File: src/rtl/sfpr_pkg.sv
// shared types, codes and the size class function of the free page run pool
package sfpr_pkg;

	localparam int WORD_W           = 32;
	localparam int POOL_SLOTS_DEF   = 64;
	localparam int SIZE_CLASSES_DEF = 32;
	localparam int CLS_MAX_W        = 5;

	localparam logic CMD_ADD = 1'b0;
	localparam logic CMD_GET = 1'b1;

	typedef enum logic [2:0] {
		STS_DONE = 3'd0,
		STS_NONE = 3'd1,
		STS_DUP  = 3'd2,
		STS_FULL = 3'd3,
		STS_ZERO = 3'd4
	} status_t;

	typedef struct packed {
		logic [WORD_W-1:0] start;
		logic [WORD_W-1:0] count;
	} slot_t;

	// per-cycle strobes from the sequencer to every cell
	typedef struct packed {
		logic cmp;
		logic remove;
		logic load;
	} cell_ctrl_t;

	// floor(log2(n)), zero for n of zero, capped at top
	function automatic logic [CLS_MAX_W-1:0] size_class(input logic [WORD_W-1:0] n,
			input logic [CLS_MAX_W-1:0] top);
		logic [CLS_MAX_W-1:0] c;
		c = '0;
		for (int i = 1; i < WORD_W; i++) begin
			if (n[i]) begin
				c = CLS_MAX_W'(i);
			end
		end
		if (c > top) begin
			c = top;
		end
		return c;
	endfunction

endpackage

File: src/rtl/sfpr_cell.sv
// one slot of the run pool: holds a run, compares it and shifts toward the head
module sfpr_cell import sfpr_pkg::*; #(
	parameter int IDX = 0,
	parameter int UW  = 7,
	parameter int CW  = 5,
	parameter int NC  = 32
) (
	input  logic          clk,
	input  cell_ctrl_t    ctrl,
	input  logic [UW-1:0] used,
	input  slot_t         req,
	input  logic [CW-1:0] req_cls,
	input  logic [CW-1:0] sel_cls,
	input  slot_t         nxt,
	input  logic [CW-1:0] nxt_cls,
	input  logic          seen_in,
	output slot_t         cur,
	output logic [CW-1:0] cur_cls,
	output logic [NC-1:0] cls_vec,
	output logic          dup,
	output logic          seen_out,
	output slot_t         grant
);

	slot_t         slot_q;
	logic [CW-1:0] cls_q;
	logic          dup_s1;
	logic          cand_s1;
	logic          occupied;
	logic          hit;

	assign occupied = used > UW'(IDX);
	assign hit      = cand_s1 && (cls_q == sel_cls);
	assign seen_out = seen_in | hit;

	always_ff @(posedge clk) begin
		if (ctrl.cmp) begin
			dup_s1  <= occupied && (slot_q.start == req.start);
			cand_s1 <= occupied && (slot_q.count >= req.count) && (cls_q >= req_cls);
		end
		// removal closes the gap: this cell and all younger ones take the next slot
		if (ctrl.remove && seen_out) begin
			slot_q <= nxt;
			cls_q  <= nxt_cls;
		end else if (ctrl.load && (used == UW'(IDX))) begin
			slot_q <= req;
			cls_q  <= req_cls;
		end
	end

	assign cur     = slot_q;
	assign cur_cls = cls_q;
	assign cls_vec = cand_s1 ? (NC'(1) << cls_q) : '0;
	assign dup     = dup_s1;
	// only the oldest matching cell hands out its run
	assign grant   = (hit && !seen_in) ? slot_q : '0;

endmodule

File: config.mk
export PLATFORM = sky130hd
export DESIGN_NAME = sfpr_cell
export DESIGN_NICKNAME = d
export VERILOG_FILES = /design/src/rtl/sfpr_pkg.sv /design/src/rtl/sfpr_cell.sv
export SDC_FILE = /design/constraint.sdc
export NUM_CORES = 1
export LEC_CHECK = 0
export ABC_CLOCK_PERIOD_IN_PS = 6300
export BUFFER_PORTS_ARGS = -buffer_cell sky130_fd_sc_hd__buf_2
export CORE_AREA = 2 2 126 128
export CTS_BUF_LIST = sky130_fd_sc_hd__clkbuf_2 sky130_fd_sc_hd__clkbuf_4 sky130_fd_sc_hd__clkbuf_8
export DETAILED_ROUTE_END_ITERATION = 10
export DIE_AREA = 0 0 128 130
export PLACE_DENSITY = 0.64
export SLEW_MARGIN = 20
export SYNTH_ARGS = -nofsm -noshare
export SYNTH_HDL_FRONTEND = slang
export SYNTH_SLANG_ARGS = --single-unit
File: constraint.sdc
create_clock -name clk -period 6.3 [get_ports clk]
set_clock_uncertainty 0.2 [all_clocks]
set_input_delay 0.63 -clock clk [delete_from_list [all_inputs] [get_ports clk]]
set_output_delay 0.63 -clock clk [all_outputs]
set_load 0.05 [all_outputs]
==> results.py <==
metrics = {
    "global_route": {
        "grt_max_degree": 70,
        "grt_pass1_vias": 4288,
        "busiest_layer": "met2",
        "antenna_found_initial": 0,
        "use_met2": 0.304,
        "use_met3": 0.0426,
        "gr-total-overflow": 0,
        "grt_pass1_wl_um": 22500,
        "track_usage": 0.177,
        "use_met1": 0.216,
    },
    "floorplanning": {
        "dieArea_um2": 16600,
        "ios": 322,
        "die_h_um": 130,
        "start_util": 0.328,
        "rows": 46,
        "design.core.area_um2": 15400,
        "die_w_um": 128,
    },
    "setup_path": {
        "cp_slowest_cell": "and2b_2",
        "crit_arrival_ns": 3.01,
        "worstRegToRegCells": 5,
        "worstSetupStartpointType": "flop",
        "critPathMaxStageDelay_ns": 0.77,
        "end_kind": "output pin",
        "path_cells": "xor2_1, nor4_1, and3_2, and2b_2, and2_1, buf_2",
        "cp.required_ns": 5.47,
        "critPathMaxFanout": 64,
        "critPathKind": "reg -> out",
    },
    "drt": {
        "drc": 0,
        "post_drt_wl_per_cell_um": 15.8,
        "firstDrtPassIters": 4,
        "wirelength_um": 15300,
        "viasPerCell": 4.69,
        "vias": 4549,
        "drt_iter0_markers": 132,
        "postRouteAntennaNets": 0,
    },
    "timing": {
        "fin_crit_sh": 0.610,
        "rsz0062_at_grt": "no",
        "setup_viol": 0,
        "final.setup.worst_slack_ns": 2.46,
        "layout_min_cycle_time_ns": 3.84,
        "max_slew_margin": 0.350,
        "setup_tns_ns": 0,
        "worst_pin_slew_ns": 0.975,
        "hold_viol_final": 0,
        "timing.fmax_mhz": 260,
        "maxSlewViolCount": 0,
    },
    "synthesis": {
        "seq_area_frac_synth": 0.421,
        "syn-cell-area_um2": 5060,
        "synthTopCellsByArea": "edfxtp_1 42%, mux2_2 14%, ha_1 9.1%",
        "synth_nets": 650,
        "synth_edf_count": 71,
        "synth_area_per_cell_um2": 11.0,
        "synth_flop_cell": "edfxtp_1",
        "synthArstFlopShare": 0,
        "syn_inst": 458,
        "yosys_warnings": 0,
        "yosysTopAreaCellShare": 0.421,
        "ys_seq_elements": 71,
        "synth_top_cell_by_area": "edfxtp_1",
        "yosysUniqueCellTypes": 40,
    },
    "power_and_ir_drop": {
        "power_leakage_nw": 3.50,
        "finalPower_mw": 1.22,
        "power_density_nw_per_um2": 175,
        "ir_drop_uv": 85.7,
    },
    "flow_run": {
        "cap_violations": 0,
    },
    "clocking": {
        "cts_setup_buffers": 0,
        "cts_buffer_depth": 2,
        "hold_buffers": 0,
        "cts_root_buf": "clkbuf_8",
        "insertion_delay_ns": 0.36,
        "cts_made_buffers": 9,
        "post_cts_resized": 0,
        "h-tree-depth": 3,
        "tritoncts": "built",
        "cts.sinks": 71,
        "cts.clk_slew.worst_paths_ns": 0.07,
    },
    "place": {
        "gp_congestion": 0.776,
        "place_area_um2": 6800,
        "hpwl_um": 12100,
        "dp_slack_ns": 2.72,
        "portBuffers": 321,
    },
    "final_layout": {
        "n_antenna_cell": 0,
        "final_common_cell": "buf_2",
        "layout_common_cells": "321 x buf_2, 71 x edfxtp_1, 64 x and2_1",
        "final_cell_area_um2": 6960,
        "area_growth_pct": 37.5,
        "layout-drive-gt1-share": 0.519,
        "nets": 964,
    },
    "min_path": {
        "whs_path_depth": 1,
        "worst_hold_path_type": "in -> reg",
    },
    "outcome": {
        "status": "finished, final reports clean",
    },
}
routing by layer:
metal  wire length [um]  up-vias
li1                   -     2268
met5                  0        -
met4                240        0
met1               6240     2059
met2               7620      206
met3               1190       16
cells in the mapped netlist, types with 8 or more instances:
cell type,count
nand2_1,14
mux2_2,62
inv_1,38
nor3_1,9
ha_1,37
nor4_1,16
clkbuf_1,11
edfxtp_1,71
and2_1,64
nor2_1,25
a21oi_1,8
xor2_1,32
state kept, by name (all words and copies together) (netlist names):
signal	cells
dup	1
cur	64
cur_cls	5
cand_s1	1
cell type report:
type,instances,area (um2)
fill,1568,8470
inverter,38,143
timing repair buffer,323,1620
multi-input combinational,329,2660
clock inverter,6,27.5
clock buffer,10,131
sequential,71,2130
tap,192,240
worst max-delay path, delay by kind of cell (launching register included):
| kind | cells | cell delay [ns] |
|---|---|---|
| xor+xnor | 1 | 0.23 |
| buf+inv | 1 | 0.27 |
| flops | 1 | 0.61 |
| simple gates | 4 | 1.55 |
report_power, final:
| group | internal, mW | switching [mW] | total, mW |
|---|---|---|---|
| Clock | 0.141 | 0.181 | 0.323 |
| Sequential | 0.554 | 0.0279 | 0.582 |
| Combinational | 0.121 | 0.192 | 0.312 |
metrics by stage:
stage	cells	utilization	hold slack (ns)
detailed placement	953	0.441	0.535
global route	969	0.451	0.299
floorplan	458	-	0.542
global placement	953	0.441	0.536
CTS	969	0.451	0.289
finish	969	0.451	0.320
cells by family after synthesis:
| logic type | after synthesis | synth area share |
|---|---|---|
| AO/OA/AOI/OAI | 31 | 0.0423 |
| XOR/XNOR | 37 | 0.0640 |
| adder cells (fa/ha/maj) | 37 | 0.0915 |
| buffers and inverters | 58 | 0.0542 |
| flip-flops | 71 | 0.421 |
| multiplexers | 69 | 0.154 |
| AND/OR/NAND/NOR | 155 | 0.173 |
worst paths after layout:
path / start / endpoint / slack (ns)
min: ctrl[2] / dup$_DFFE_PP_ / 0.32
min reg2reg: cur[39]$_DFFE_PP_ / dup$_DFFE_PP_ / 0.54
max: cur_cls[2]$_DFFE_PP_ / grant[32] / 2.46
max reg2reg: cur_cls[1]$_DFFE_PP_ / cur[27]$_DFFE_PP_ / 3.00
(Power assumes the default switching activity.)
